### config.mk
export PLATFORM = sky130hd
export DESIGN_NAME = ast_ctrl
export DESIGN_NICKNAME = d
export VERILOG_FILES = /design/src/rtl/core/ast_pkg.sv /design/src/rtl/core/ast_ctrl.sv
export SDC_FILE = /design/constraint.sdc
export NUM_CORES = 1
export LEC_CHECK = 0
export BUFFER_PORTS_ARGS = -buffer_cell sky130_fd_sc_hd__buf_2
export CAP_MARGIN = 40
export CORE_MARGIN = 2
export CORE_UTILIZATION = 55
export DETAILED_ROUTE_END_ITERATION = 6
export HOLD_SLACK_MARGIN = 0.15
export PLACE_DENSITY = 0.75
export SLEW_MARGIN = 20
export SYNTH_ARGS = -nofsm -noshare
export SYNTH_HDL_FRONTEND = slang
export SYNTH_SLANG_ARGS = --single-unit
### constraint.sdc
create_clock -name clk_i -period 3.9 [get_ports clk_i]
set_clock_uncertainty 0.05 [all_clocks]
set_input_delay 0.195 -clock clk_i [delete_from_list [all_inputs] [get_ports clk_i]]
set_output_delay 0.195 -clock clk_i [all_outputs]
set_load 0.1 [all_outputs]
### src/rtl/core/ast_pkg.sv
// ----------------------------------------------------------------------------
// ast_pkg
// Shared types and constants of the adaptive seismic trigger.
// ----------------------------------------------------------------------------
package ast_pkg;

  localparam int CFG_IDX_W = 3;
  localparam int CFG_W     = 16;
  localparam int DIV_STEPS = 16;
  localparam int DIV_W     = 50;

  localparam logic [CFG_IDX_W-1:0] REG_SIGMA_GAIN     = 3'd0;
  localparam logic [CFG_IDX_W-1:0] REG_MIN_THRESHOLD  = 3'd1;
  localparam logic [CFG_IDX_W-1:0] REG_WARMUP_COUNT   = 3'd2;
  localparam logic [CFG_IDX_W-1:0] REG_PROCESS_NOISE  = 3'd3;
  localparam logic [CFG_IDX_W-1:0] REG_VARIANCE_ALPHA = 3'd4;

  localparam logic [CFG_W-1:0] SIGMA_GAIN_RST     = 16'd1536;
  localparam logic [CFG_W-1:0] MIN_THRESHOLD_RST  = 16'd400;
  localparam logic [CFG_W-1:0] WARMUP_COUNT_RST   = 16'd1000;
  localparam logic [CFG_W-1:0] PROCESS_NOISE_RST  = 16'd655;
  localparam logic [CFG_W-1:0] VARIANCE_ALPHA_RST = 16'd66;
  localparam logic [31:0]      UNCERTAINTY_RST    = 32'd65536000;

  typedef enum logic [4:0] {
    OP_NONE,
    OP_LOAD,
    OP_SQ_X,
    OP_SQ_Y,
    OP_SQ_Z,
    OP_SQ_END,
    OP_RT_MAG,
    OP_RT_VAR,
    OP_RT_STEP,
    OP_MAG,
    OP_DIV_INIT,
    OP_DIV_STEP,
    OP_MEAS_DIFF,
    OP_MEAN_MUL,
    OP_MEAN_UPD,
    OP_P_MUL,
    OP_P_UPD,
    OP_R_MUL,
    OP_R_UPD,
    OP_V_DIFF,
    OP_V_MUL_LO,
    OP_V_MUL_HI,
    OP_V_UPD,
    OP_S_MUL,
    OP_T_SUM,
    OP_OUT
  } op_e;

  typedef struct packed {
    op_e op;
  } cmd_t;

  typedef struct packed {
    logic hold;
  } stat_t;

endpackage

### src/rtl/core/ast_ctrl.sv
// ----------------------------------------------------------------------------
// ast_ctrl
// Sequencer: steps the datapath through one sample's operations.
// ----------------------------------------------------------------------------
module ast_ctrl #(
  parameter int RT_STEPS = 24
) (
  input  logic          clk_i,
  input  logic          rst_ni,
  input  logic          in_valid_i,
  output logic          in_stall_o,
  output logic          out_valid_o,
  input  logic          out_stall_i,
  input  ast_pkg::stat_t stat_i,
  output ast_pkg::cmd_t  cmd_o
);
  import ast_pkg::*;

  localparam int ITERS_MAX = (RT_STEPS > DIV_STEPS) ? RT_STEPS : DIV_STEPS;
  localparam int IW = $clog2(ITERS_MAX + 1);

  typedef enum logic [4:0] {
    S_IDLE, S_SQ_X, S_SQ_Y, S_SQ_Z, S_SQ_END, S_RT_MAG, S_RT_MAG_STEP, S_MAG,
    S_DIV_INIT, S_DIV_STEP, S_M_DIFF, S_M_MUL, S_M_UPD, S_P_MUL, S_P_UPD,
    S_R_DIFF, S_R_MUL, S_R_UPD, S_V_DIFF, S_V_MUL_LO, S_V_MUL_HI, S_V_UPD,
    S_RT_VAR, S_RT_VAR_STEP, S_S_MUL, S_T_SUM, S_FIN
  } state_e;

  state_e        state_q;
  logic [IW-1:0] iter_q;
  logic          out_valid_q;
  logic          out_free;

  assign out_free    = !out_valid_q || !out_stall_i;
  assign in_stall_o  = (state_q != S_IDLE);
  assign out_valid_o = out_valid_q;

  always_comb begin
    cmd_o.op = OP_NONE;
    case (state_q)
      S_IDLE:        cmd_o.op = in_valid_i ? OP_LOAD : OP_NONE;
      S_SQ_X:        cmd_o.op = OP_SQ_X;
      S_SQ_Y:        cmd_o.op = OP_SQ_Y;
      S_SQ_Z:        cmd_o.op = OP_SQ_Z;
      S_SQ_END:      cmd_o.op = OP_SQ_END;
      S_RT_MAG:      cmd_o.op = OP_RT_MAG;
      S_RT_MAG_STEP: cmd_o.op = OP_RT_STEP;
      S_MAG:         cmd_o.op = OP_MAG;
      S_DIV_INIT:    cmd_o.op = OP_DIV_INIT;
      S_DIV_STEP:    cmd_o.op = OP_DIV_STEP;
      S_M_DIFF:      cmd_o.op = OP_MEAS_DIFF;
      S_M_MUL:       cmd_o.op = OP_MEAN_MUL;
      S_M_UPD:       cmd_o.op = OP_MEAN_UPD;
      S_P_MUL:       cmd_o.op = OP_P_MUL;
      S_P_UPD:       cmd_o.op = OP_P_UPD;
      S_R_DIFF:      cmd_o.op = OP_MEAS_DIFF;
      S_R_MUL:       cmd_o.op = OP_R_MUL;
      S_R_UPD:       cmd_o.op = OP_R_UPD;
      S_V_DIFF:      cmd_o.op = OP_V_DIFF;
      S_V_MUL_LO:    cmd_o.op = OP_V_MUL_LO;
      S_V_MUL_HI:    cmd_o.op = OP_V_MUL_HI;
      S_V_UPD:       cmd_o.op = OP_V_UPD;
      S_RT_VAR:      cmd_o.op = OP_RT_VAR;
      S_RT_VAR_STEP: cmd_o.op = OP_RT_STEP;
      S_S_MUL:       cmd_o.op = OP_S_MUL;
      S_T_SUM:       cmd_o.op = OP_T_SUM;
      S_FIN:         cmd_o.op = out_free ? OP_OUT : OP_NONE;
      default:       cmd_o.op = OP_NONE;
    endcase
  end

  always_ff @(posedge clk_i or negedge rst_ni) begin
    if (!rst_ni) begin
      state_q     <= S_IDLE;
      iter_q      <= '0;
      out_valid_q <= 1'b0;
    end else begin
      // S_FIN sets or holds the valid flag itself
      if (out_valid_q && !out_stall_i && state_q != S_FIN) begin
        out_valid_q <= 1'b0;
      end
      case (state_q)
        S_IDLE:     if (in_valid_i) state_q <= S_SQ_X;
        S_SQ_X:     state_q <= S_SQ_Y;
        S_SQ_Y:     state_q <= S_SQ_Z;
        S_SQ_Z:     state_q <= S_SQ_END;
        S_SQ_END:   state_q <= S_RT_MAG;
        S_RT_MAG: begin
          iter_q  <= IW'(RT_STEPS);
          state_q <= S_RT_MAG_STEP;
        end
        S_RT_MAG_STEP: begin
          iter_q <= iter_q - IW'(1);
          if (iter_q == IW'(1)) state_q <= S_MAG;
        end
        // hold skips the baseline update entirely
        S_MAG:      state_q <= stat_i.hold ? S_RT_VAR : S_DIV_INIT;
        S_DIV_INIT: begin
          iter_q  <= IW'(DIV_STEPS);
          state_q <= S_DIV_STEP;
        end
        S_DIV_STEP: begin
          iter_q <= iter_q - IW'(1);
          if (iter_q == IW'(1)) state_q <= S_M_DIFF;
        end
        S_M_DIFF:   state_q <= S_M_MUL;
        S_M_MUL:    state_q <= S_M_UPD;
        S_M_UPD:    state_q <= S_P_MUL;
        S_P_MUL:    state_q <= S_P_UPD;
        S_P_UPD:    state_q <= S_R_DIFF;
        S_R_DIFF:   state_q <= S_R_MUL;
        S_R_MUL:    state_q <= S_R_UPD;
        S_R_UPD:    state_q <= S_V_DIFF;
        S_V_DIFF:   state_q <= S_V_MUL_LO;
        S_V_MUL_LO: state_q <= S_V_MUL_HI;
        S_V_MUL_HI: state_q <= S_V_UPD;
        S_V_UPD:    state_q <= S_RT_VAR;
        S_RT_VAR: begin
          iter_q  <= IW'(RT_STEPS);
          state_q <= S_RT_VAR_STEP;
        end
        S_RT_VAR_STEP: begin
          iter_q <= iter_q - IW'(1);
          if (iter_q == IW'(1)) state_q <= S_S_MUL;
        end
        S_S_MUL:    state_q <= S_T_SUM;
        S_T_SUM:    state_q <= S_FIN;
        S_FIN: begin
          if (out_free) begin
            out_valid_q <= 1'b1;
            state_q     <= S_IDLE;
          end
        end
        default:    state_q <= S_IDLE;
      endcase
    end
  end

endmodule

======== Word level (Yosys, flattened, before mapping) ========
Index checks and enable logic that the tools add are counted.
storage, ports and cells
  logic and storage cells ................. 64
  memory bits (read-only) ................. 0
  memories kept ........................... 0
  input port bits ......................... 5
  memory bits (writable) .................. 0
  bits in latches ......................... 0
  register bits after elaboration ......... 11
cells by class
  divide/modulo/power cells ............... 0
  shifts and indexed selects .............. 0
  reduce and logical (&&, ||, !) cells .... 13
  order comparisons ....................... 0
  mux-type cells .......................... 14
  add/sub/neg operators ................... 1
  bitwise logic cells ..................... 0
  equality and inequality tests ........... 33
  multiply operators ...................... 0
operators by type and width
  cell                                              number
  one-hot mux 5 bit (27 select lines)               1
  one-hot mux 5 bit (25 select lines)               1
  == test 5 bit, second input constant              11
  == test 5 x 4 -> 1 bit, second input constant     8
  2-to-1 mux 5 bit                                  7
  == test 5 x 3 -> 1 bit, second input constant     4
  one-hot mux 5 bit (3 select lines)                1
  == test 5 x 1 -> 1 bit, second input constant     2
  == test 5 x 2 -> 1 bit, second input constant     2
  inequality test 2 bit, second input constant      5
  OR reduction 2 bit                                3
  logical NOT 5 bit                                 1
  inequality test 5 bit, second input constant      1
  AND reduction 5 bit                               1
  nonzero test 5 bit                                1
  subtractor 5 x 1 -> 5 bit, second input constant  1
  2-to-1 mux 1 bit                                  4
  nonzero test 3 bit                                1
  OR reduction 3 bit                                1
  logical AND 1 bit                                 2
  logical NOT 1 bit                                 2
  logical OR 1 bit                                  1

======== Logic depth before layout (Yosys ltp) ========
Gate-level depths: netlist of the first run.
  depth after elaboration ................. 6
  gate-level depth with buffers ........... 6

======== Least setup slack after synthesis of the first run ========
No wires, ideal clock.
  kind .................................... reg2out
  from .................................... reg out_valid_q, in the netlist out_valid_o
  to ...................................... out cmd_o[0] in the netlist's numbering
  slack ................................... 328 ps
  cell stages (with the launch flop) ...... 4
  buffers on the path ..................... 0
  data arrival time ....................... 3,327 ps
  path through ............................ dfrtp_1 > nand3_1 > a21boi_0 > o32ai_1
RTL lines
  what                    line             RTL
  from (decl)             ast_ctrl.sv:31   logic out_valid_q;
  from (signal assigned)  ast_ctrl.sv:76   out_valid_q <= 1'b0;
  from (signal assigned)  ast_ctrl.sv:80   out_valid_q <= 1'b0;
  from (signal assigned)  ast_ctrl.sv:130  out_valid_q <= 1'b1;
  to (decl)               ast_ctrl.sv:15   output ast_pkg::cmd_t cmd_o

==> results of run 1 <==
## final timing paths
check,start,endpoint,slack (ns),depth (start not counted)
hold / removal,rst_ni,state_q[2]$_DFFE_PN0P_,0.28,2
setup reg to reg,state_q[3]$_DFFE_PN0P_,state_q[3]$_DFFE_PN0P_,1.66,5
min in group clk_i,stat_i,state_q[3]$_DFFE_PN0P_,0.39,5
max in group asynchronous,rst_ni,out_valid_o$_DFF_PN0_,3.33,2
setup / recovery,state_q[4]$_DFFE_PN0P_,cmd_o[0],1.28,5
hold reg to reg,iter_q[0]$_DFFE_PN0P_,iter_q[0]$_DFFE_PN0P_,0.50,1
## routing by layer
metal	share of wire (%)	up-vias	GRT usage [%]	wire [um]
li1	-	523	-	-
met2	50	31	37.4	1270
met3	4.5	3	4.60	115
met1	44	517	31.8	1120
met5	0	-	0	0
met4	0.67	0	4.29	17
## worst reg2reg max path: cells and delay by family, from the launching register on
family | cells | cell delay [ns]
AO/OA/AOI/OAI | 3 | 0.55
flip-flops | 1 | 0.78
multiplexers | 1 | 0.32
AND/OR/NAND/NOR | 1 | 0.43
## sequential cells by signal, indices dropped and copies added, names as in the netlist
register,flops
iter_q,5
state_q,5
out_valid_o,1
## area by class of cell
cell class / instances / area share, %
tap: 27 / 2.83
sequential: 11 / 23.1
inverter: 4 / 1.47
clock buffer: 4 / 2.20
multi-input combinational: 111 / 61.6
timing repair buffer: 15 / 8.81
## cells in the final DEF (no fill, tap or decap), types with 4 or more instances in the layout
cell type                  instances
sky130_fd_sc_hd__a21oi_1          15
sky130_fd_sc_hd__o21ai_0          15
sky130_fd_sc_hd__nand2_1          13
sky130_fd_sc_hd__buf_2            11
sky130_fd_sc_hd__dfrtp_1          11
sky130_fd_sc_hd__nor2_1           10
sky130_fd_sc_hd__o22ai_1           5
sky130_fd_sc_hd__nand3_1           5
sky130_fd_sc_hd__nand3b_1          4
sky130_fd_sc_hd__nand2b_1          4
sky130_fd_sc_hd__mux2_4            4
## metrics by stage
stage               cell area, um^2  utilization (%)  std cells  worst slack, ns
finish                         1190             62.0        172             1.28
global route                   1190             62.0        172             1.18
CTS                            1160             60.5        170             1.25
detailed placement             1120             58.1        164             1.55
global placement               1120             58.1        164             1.60
floorplan                      1100                -        140            0.328
## cells by family (layout without fill, tap and decap cells)
group | Yosys count | after routing | synth area share, %
compound gates | 54 | 54 | 32.2
simple gates | 46 | 46 | 22.6
buf+inv | 18 | 23 | 8.40
flops | 11 | 11 | 25.0
mux | 5 | 5 | 6.36
xor+xnor | 4 | 4 | 3.18
fa+ha+maj | 2 | 2 | 2.27
==> impl_metrics.ini, run 1 <==
[outcome]
outcome = finished clean

[floorplanning]
die_footprint_um2 = 2380
coreArea_um2 = 1920
fp.dieH_um = 48.8
die_width_um = 48.8
rows = 16
initial_core_util_pct = 57.4
floorplan.io_pins = 12

[worst_setup_path]
timing.critical_path.to_type = output pin
critical-path-top-delay-family = flip-flops
criticalPathCategory = flop to output pin
crit_buf_inv = 2
worstPathRequired_ns = 3.65
arrival_ns = 2.38
path_cells = inv_1 > nor2_1 > o21ai_0 > o32ai_1 > buf_2
critPathMaxFanout = 20
critical-path-slowest-cell = sky130_fd_sc_hd__dfrtp_1
start_kind = flop
cp_slowest_stage_delay_ns = 0.78

[clocking]
cts_root_buffer = sky130_fd_sc_hd__clkbuf_4
numClockSinks = 11
path_clk_slew_ns = 0.07
clock_path_buffers = 2
cts_made_buffers = 3
cts.repair_timing.setup_buffer_count = 0
tritoncts = built
cts.repair.resized = 0
cts_hold_repair.buffers = 2
clock_insertion_delay_worst_skew_ns = 0.27
cts.htree.levels = 1

[finish]
synthToLayoutAreaGrowth_pct = 8.17
antenna_cells = 0
seq_area_um2 = 275
post_route_cells_drive_above_1_share_pct = 17.9
multi_input_logic_area_um2 = 734
fillCellCount = 192
num-nets-final = 153

[global_routing]
grt_start_max_net_pins = 32
grt_pass1_vias = 929
global_route.usage.total_pct = 23.0
grt_ovf = 0
antenna_found_initial = 0
grt_first_pass_wirelength_mm = 4.34

[synthesis]
async_flop_share_pct = 100
synthTopCellsByCount = sky130_fd_sc_hd__a21oi_1, sky130_fd_sc_hd__o21ai_0, sky130_fd_sc_hd__nand2_1
yosys_warnings = 0
ys_top_cells_by_area = sky130_fd_sc_hd__dfrtp_1, sky130_fd_sc_hd__a21oi_1, sky130_fd_sc_hd__o21ai_0
synth_area_um2 = 1100
share_of_the_yosys_chip_area_belonging_to_registers_pct = 25.0
synth.ff_latch_count = 11
syn_avg_cell_area_um2 = 7.87
most_used_flip_flop_cell_after_synthesis = sky130_fd_sc_hd__dfrtp_1
netlist-cell-type-count = 47
most_area_hungry_cell_type_in_the_yosys_netlist = sky130_fd_sc_hd__dfrtp_1
syn_nets = 147
yosys.area.top_type_share_pct = 25.0
postSynthCellCount = 140
count_of_flip_flops_with_a_built_in_enable_after_synthesis = 0

[detailed_routing]
drt-vias-per-instance = 6.24
drc_errors = 0
first_iter_violations = 24
drt-total-wl_mm = 2.53
wl_per_cell_um = 14.7
firstDrtPassIters = 4
vias = 1074
postRouteAntennaNets = 0

[timing]
post-route-period-util_pct = 67.3
final.hold.worst_slack_ns = 0.280
fin_tns_setup_ns = 0
grt_setup_unrepaired = false
slew_viol_final = 0
report.final.setup_viol = 0
timing.max_slew.rel_slack_pct = 49.0
finalHoldViolations = 0
min_period_ns = 2.62
fmaxAchievable_mhz = 381
max_slew.worst_pin.slew_ns = 0.765

[placement]
detailedPlacementHpwl_mm = 1.71
port_bufs = 11
finalWeightedCongestion = 0.864

[job]
max-cap-violations = 0

[min_path]
hold_removal_path_class = input port to asynchronous set/reset pin
Power of run 1 is not shown: default switching activity piles up to over one toggle a cycle in this logic, so the estimate is an artifact.
==> inputs of run 2 (changes only) <==
--- a/config.mk
+++ b/config.mk
@@ -5,6 +5,7 @@
 export SDC_FILE = /design/constraint.sdc
 export NUM_CORES = 1
 export LEC_CHECK = 0
+export ABC_AREA = 1
 export BUFFER_PORTS_ARGS = -buffer_cell sky130_fd_sc_hd__buf_2
 export CAP_MARGIN = 40
 export CORE_MARGIN = 2
==> constraint.sdc (replaced) <==
create_clock -name clk_i -period 2.69 [get_ports clk_i]
set_clock_uncertainty 0.05 [all_clocks]
set_input_delay 0.1345 -clock clk_i [delete_from_list [all_inputs] [get_ports clk_i]]
set_output_delay 0.1345 -clock clk_i [all_outputs]
set_load 0.1 [all_outputs]
==> run 2 against run 1 <==
Effect of this change:
- non-clock buffer count decreased by 2
- wire length increased by 24%
- first-iteration DRC count increased to 3.4 times the previous value
- global-route usage increased by 2.8 points
- count of clock-buffer cells in the layout unchanged
- critical path depth increased by 2
- cell count increased by 35%
- sequential share of layout area decreased by 3.1 points
- flip-flop and latch count unchanged
==> impl_metrics.ini, run 2 <==
[timing]
fin_tns_setup_ns = 0
min_period_ns = 2.48
max_slew.worst_pin.slew_ns = 0.605
post-route-period-util_pct = 92.4
grt_setup_unrepaired = false
fmaxAchievable_mhz = 402
slew_viol_final = 0
finalHoldViolations = 0
final.hold.worst_slack_ns = 0.215
report.final.setup_viol = 0
timing.max_slew.rel_slack_pct = 59.7

[detailed_routing]
drc_errors = 0
drt-total-wl_mm = 3.15
highest-signal-layer = met4
wl_per_cell_um = 13.6
drt-vias-per-instance = 5.55
met2_length_mm = 1.46
first_iter_violations = 82
postRouteAntennaNets = 0
firstDrtPassIters = 4
routed-wl-met3_um = 305
vias = 1287
drt-met1-wl_mm = 1.35

[worst_setup_path]
criticalPathCategory = flop to output pin
setup.reg_to_reg.worst_slack_ns = 0.96
arrival_ns = 2.30
cp_slowest_stage_delay_ns = 0.56
start_kind = flop
crit_buf_inv = 2
reg2reg_to = state_q[0]$_DFFE_PN0P_
timing.critical_path.to_type = output pin
path_cells = inv_1 > nor2_2 > nand3_1 > nor2_1 > nor2_1 > nand3_1 > buf_2
critPathMaxFanout = 7
critical-path-slowest-cell = sky130_fd_sc_hd__dfrtp_1
ff2ff_path_depth = 8
critical-path-top-delay-family = simple AND/OR/NAND/NOR gates
worstPathRequired_ns = 2.51
launch_instance_of_the_worst_register_to_register_path = state_q[3]$_DFFE_PN0P_

[finish]
seq_area_um2 = 275
most_common_library_cell_in_the_layout_ignoring_fill_and_taps = sky130_fd_sc_hd__nand2_1
fillCellCount = 210
multi_input_logic_area_um2 = 873
post_route_cells_drive_above_1_share_pct = 27.9
commonest_cells_after_routing_fill_and_taps_aside = sky130_fd_sc_hd__nand2_1, sky130_fd_sc_hd__nand3_1, sky130_fd_sc_hd__nor2_1, sky130_fd_sc_hd__inv_1
fin_area_um2 = 1380
synthToLayoutAreaGrowth_pct = 9.01
final_cells = 232
antenna_cells = 0
num-nets-final = 212

[placement]
detailedPlacementHpwl_mm = 2.55
place.detailed.instances = 226
finalWeightedCongestion = 0.948
dpl_cell_area_um2 = 1330
port_bufs = 11

[synthesis]
syn_nets = 196
syn_avg_cell_area_um2 = 6.69
synthMostInstantiatedCell = sky130_fd_sc_hd__nand2_1
synth.ff_latch_count = 11
yosys_warnings = 0
postSynthCellCount = 189
synth-compound-area-share_pct = 5.05
ys_top_cells_by_area = sky130_fd_sc_hd__dfrtp_1, sky130_fd_sc_hd__nand2_1, sky130_fd_sc_hd__nand3_1
post_synth_fa_ha_maj_area_fraction_pct = 1.98
share_of_the_yosys_chip_area_belonging_to_registers_pct = 21.8
netlist-cell-type-count = 28
synth_area_um2 = 1260
synth_simple_gate_area_share_pct = 60.0
count_of_flip_flops_with_a_built_in_enable_after_synthesis = 0
synth-xor-area-share_pct = 2.08
synth_top_family_by_area = simple AND/OR/NAND/NOR gates
yosys.area.top_type_share_pct = 21.8
synthTopCellsByCount = sky130_fd_sc_hd__nand2_1, sky130_fd_sc_hd__nand3_1, sky130_fd_sc_hd__nor2_1
most_used_flip_flop_cell_after_synthesis = sky130_fd_sc_hd__dfrtp_1
most_area_hungry_cell_type_in_the_yosys_netlist = sky130_fd_sc_hd__dfrtp_1
synth.mux.area_fraction_pct = 0
async_flop_share_pct = 100

[floorplanning]
initial_core_util_pct = 57.7
floorplan.io_pins = 12
coreArea_um2 = 2190
rows = 17
die_footprint_um2 = 2700
fp.dieH_um = 51.9
die_width_um = 51.9

[clocking]
numClockSinks = 11
tritoncts = built
path_clk_slew_ns = 0.07
clock_insertion_delay_worst_skew_ns = 0.26
cts.repair.resized = 0
cts_root_buffer = sky130_fd_sc_hd__clkbuf_4
cts_made_buffers = 3
cts.htree.levels = 1
clock_path_buffers = 2

[min_path]
hold_removal_path_class = input port to asynchronous set/reset pin

[global_routing]
grt_start_max_net_pins = 16
grt_pass1_vias = 1096
grt_first_pass_wirelength_mm = 5.18
grt_ovf = 0
global_route.usage.total_pct = 25.7
antenna_found_initial = 0

[outcome]
outcome = finished clean

[job]
max-cap-violations = 0
==> run 2: changes by cell type after synthesis, moves of 5 or more <==
cell | previous run | this run
sky130_fd_sc_hd__a21oi_1 | 15 | 2
sky130_fd_sc_hd__clkbuf_1 | 6 | 0
sky130_fd_sc_hd__inv_1 | 3 | 15
sky130_fd_sc_hd__inv_2 | 0 | 8
sky130_fd_sc_hd__nand2_1 | 13 | 49
sky130_fd_sc_hd__nand2_2 | 0 | 5
sky130_fd_sc_hd__nand2_4 | 0 | 6
sky130_fd_sc_hd__nand3_1 | 5 | 30
sky130_fd_sc_hd__nor2_1 | 10 | 19
sky130_fd_sc_hd__nor2_2 | 0 | 10
sky130_fd_sc_hd__o21ai_0 | 15 | 2
sky130_fd_sc_hd__o22ai_1 | 5 | 0
==> run 2: metal layers <==
metal	GRT usage [%]	vias to the layer above
met4	7.89	0
met1	36.8	568
met5	0	-
met3	3.16	6
li1	-	636
met2	40.3	77
==> run 2: final cells by class <==
cell class | instances | area share (%)
Inverter | 24 | 6.72
Sequential cell | 11 | 20.0
Timing Repair Buffer | 13 | 5.45
Tap cell | 28 | 2.54
Multi-Input combinational cell | 152 | 63.4
Clock buffer | 4 | 1.91
==> run 2: worst register-to-register path: cells and delay by family (launching register included) <==
family / cells / cell delay, ns
flip-flops: 1 / 0.56
AND/OR/NAND/NOR: 7 / 0.94
buffers and inverters: 1 / 0.12
==> run 2: cell families after synthesis <==
family / Yosys count
simple gates: 137
flops: 11
xor+xnor: 3
compound gates: 10
buf+inv: 26
fa+ha+maj: 2
==> run 2: what timing repair did <==
action | in CTS | in global routing
buffers inserted | 0 | 0
hold buffers | 2 | 0
endpoints found under the hold margin | 12 | 0
==> run 2: metrics by stage <==
step	util [%]	worst slack (ns)
floorplan	-	0.448
global placement	60.8	0.501
detailed placement	60.8	0.545
CTS	62.9	0.259
global route	62.9	0.103
finish	62.9	0.205
==> run 2: worst max path at each step <==
stage / startpoint / end / slack, ns / cells after the start
finish: state_q[3]$_DFFE_PN0P_ / cmd_o[3] / 0.21 / 7
global route: state_q[3]$_DFFE_PN0P_ / cmd_o[3] / 0.10 / 7
CTS: state_q[3]$_DFFE_PN0P_ / cmd_o[3] / 0.26 / 7
detailed placement: state_q[3]$_DFFE_PN0P_ / cmd_o[3] / 0.54 / 7
global placement: state_q[3]$_DFFE_PN0P_ / cmd_o[3] / 0.50 / 7
floorplan: out_valid_o$_DFF_PN0_ / cmd_o[3] / 0.45 / 5
Power of run 2 is left out for the same reason.
==> inputs of run 3 (changes only) <==
--- a/config.mk
+++ b/config.mk
@@ -8,6 +8,7 @@
 export ABC_AREA = 1
 export BUFFER_PORTS_ARGS = -buffer_cell sky130_fd_sc_hd__buf_2
 export CAP_MARGIN = 40
+export CORE_ASPECT_RATIO = 1.5
 export CORE_MARGIN = 2
 export CORE_UTILIZATION = 55
 export DETAILED_ROUTE_END_ITERATION = 6
==> run 3 against run 2 <==
Effect of this change:
- first-iteration DRC count down 26%
- die area up 0.28%
- non-clock buffer count unchanged
- critical path depth unchanged
- worst hold slack worse by 0.013 ns
- register-to-register slack about the same
- global-route usage up 1.3 points
- largest cell class unchanged
- flip-flop and latch count unchanged
==> impl_metrics.ini, run 3 (synthesis gave the netlist of run 2 again) <==
[detailed_routing]
postRouteAntennaNets = 0
drt-total-wl_mm = 3.27
firstDrtPassIters = 4
first_iter_violations = 61
drc_errors = 0
wl_per_cell_um = 14.4
vias = 1298
drt-vias-per-instance = 5.72

[timing]
post-route-period-util_pct = 91.2
finalHoldViolations = 0
fin_tns_setup_ns = 0
timing.final.ws_setup_ns = 0.238
fmaxAchievable_mhz = 408
grt_setup_unrepaired = false
min_period_ns = 2.45
slew_viol_final = 0
timing.max_slew.rel_slack_pct = 57.7
report.final.setup_viol = 0
max_slew.worst_pin.slew_ns = 0.634

[finish]
fillCellCount = 217
synthToLayoutAreaGrowth_pct = 8.61
most_common_library_cell_in_the_layout_ignoring_fill_and_taps = sky130_fd_sc_hd__nand2_1
num-nets-final = 212
post_route_cells_drive_above_1_share_pct = 28.4
commonest_cells_after_routing_fill_and_taps_aside = sky130_fd_sc_hd__nand2_1, sky130_fd_sc_hd__nand3_1, sky130_fd_sc_hd__nor2_1, sky130_fd_sc_hd__inv_1
antenna_cells = 0

[global_routing]
antenna_found_initial = 0
global_route.usage.total_pct = 27.0
grt_start_max_net_pins = 16
grt_first_pass_wirelength_mm = 5.62
grt_ovf = 0
grt_pass1_vias = 1310

[floorplanning]
floorplan.io_pins = 12
die_footprint_um2 = 2700
initial_core_util_pct = 57.3
fp.dieH_um = 62.7
rows = 21
die_width_um = 43.1
coreArea_um2 = 2210

[clocking]
clock_insertion_delay_worst_skew_ns = 0.27
numClockSinks = 11
cts.repair_timing.setup_buffer_count = 0
cts.htree.levels = 1
clock_path_buffers = 2
cts_made_buffers = 3
tritoncts = built
path_clk_slew_ns = 0.07
cts.repair.resized = 0
cts_root_buffer = sky130_fd_sc_hd__clkbuf_4
cts_hold_repair.buffers = 2

[job]
max-cap-violations = 0

[worst_setup_path]
launch_instance_of_the_worst_register_to_register_path = state_q[4]$_DFFE_PN0P_
critPathMaxFanout = 7
arrival_ns = 2.27
timing.critical_path.to_type = output pin
start_kind = flop
critical_path.startpoint = state_q[3]$_DFFE_PN0P_
worstPathRequired_ns = 2.51
criticalPathCategory = flop to output pin

[outcome]
outcome = finished clean

[placement]
detailedPlacementHpwl_mm = 2.71
preCtsSetupSlack_ns = 0.555
finalWeightedCongestion = 1.00
port_bufs = 11

[min_path]
hold_removal_path_class = input port to asynchronous set/reset pin
-- run 3: cell types whose count changed in the layout (fill, tap and decap cells not counted) --
cell	delta
sky130_fd_sc_hd__clkbuf_1	-1
sky130_fd_sc_hd__clkinv_2	+1
-- run 3: per-stage QoR --
| stage | area (um^2) | utilization, % | hold slack [ns] | cells |
|---|---|---|---|---|
| 3_5_place_dp | 1330 | 60.0 | -0.0375 | 221 |
| 6_report | 1370 | 62.2 | 0.202 | 227 |
| 4_1_cts | 1370 | 62.2 | 0.198 | 227 |
| 2_1_floorplan | 1260 | - | -0.211 | 189 |
| 3_3_place_gp | 1330 | 60.0 | -0.0412 | 221 |
| 5_1_grt | 1370 | 62.2 | 0.212 | 227 |
-- run 3: cell type report --
cell class / count / area, um^2 / area share, %
repair buffers: 13 / 75.1 / 5.47
clock buffers: 3 / 22.5 / 1.64
flip-flops and latches: 11 / 275 / 20.1
inverters: 24 / 92.6 / 6.75
well taps: 23 / 28.8 / 2.10
multi-input cells: 152 / 873 / 63.6
clock inverters: 1 / 5.00 / 0.365
-- run 3: path summary, 6_finish.rpt --
path                            cells after the start  slack, ns                endpoint
min in group clk_i                                  5       0.24  state_q[4]$_DFFE_PN0P_
max in group asynchronous                           2       2.18  state_q[1]$_DFFE_PN0P_
worst max-delay path                                7       0.24                cmd_o[3]
worst min register to register                      2       0.46   out_valid_o$_DFF_PN0_
worst max register to register                      8       0.96  state_q[4]$_DFFE_PN0P_
worst min-delay path                                2       0.20   iter_q[1]$_DFFE_PN0P_
-- run 3: worst max-delay path, stage by stage (launching register included) --
cell and delay, ns:
sky130_fd_sc_hd__dfrtp_1 0.57, sky130_fd_sc_hd__inv_1 0.14, sky130_fd_sc_hd__nor2_2 0.29, sky130_fd_sc_hd__nand3_1 0.15, sky130_fd_sc_hd__nor2_1 0.23, sky130_fd_sc_hd__nor2_1 0.11
sky130_fd_sc_hd__nand3_1 0.09, sky130_fd_sc_hd__buf_2 0.42
-- run 3: layer usage --
layer	wire [um]	part of all wire [%]	GRT usage (%)	vias up
li1	-	-	-	639
met1	1240	38	28.8	606
met2	1810	55	46.8	41
met3	99	3.0	3.47	12
met4	119	3.6	18.6	0
met5	0	0	0	-
Power of run 3 is left out for the same reason.
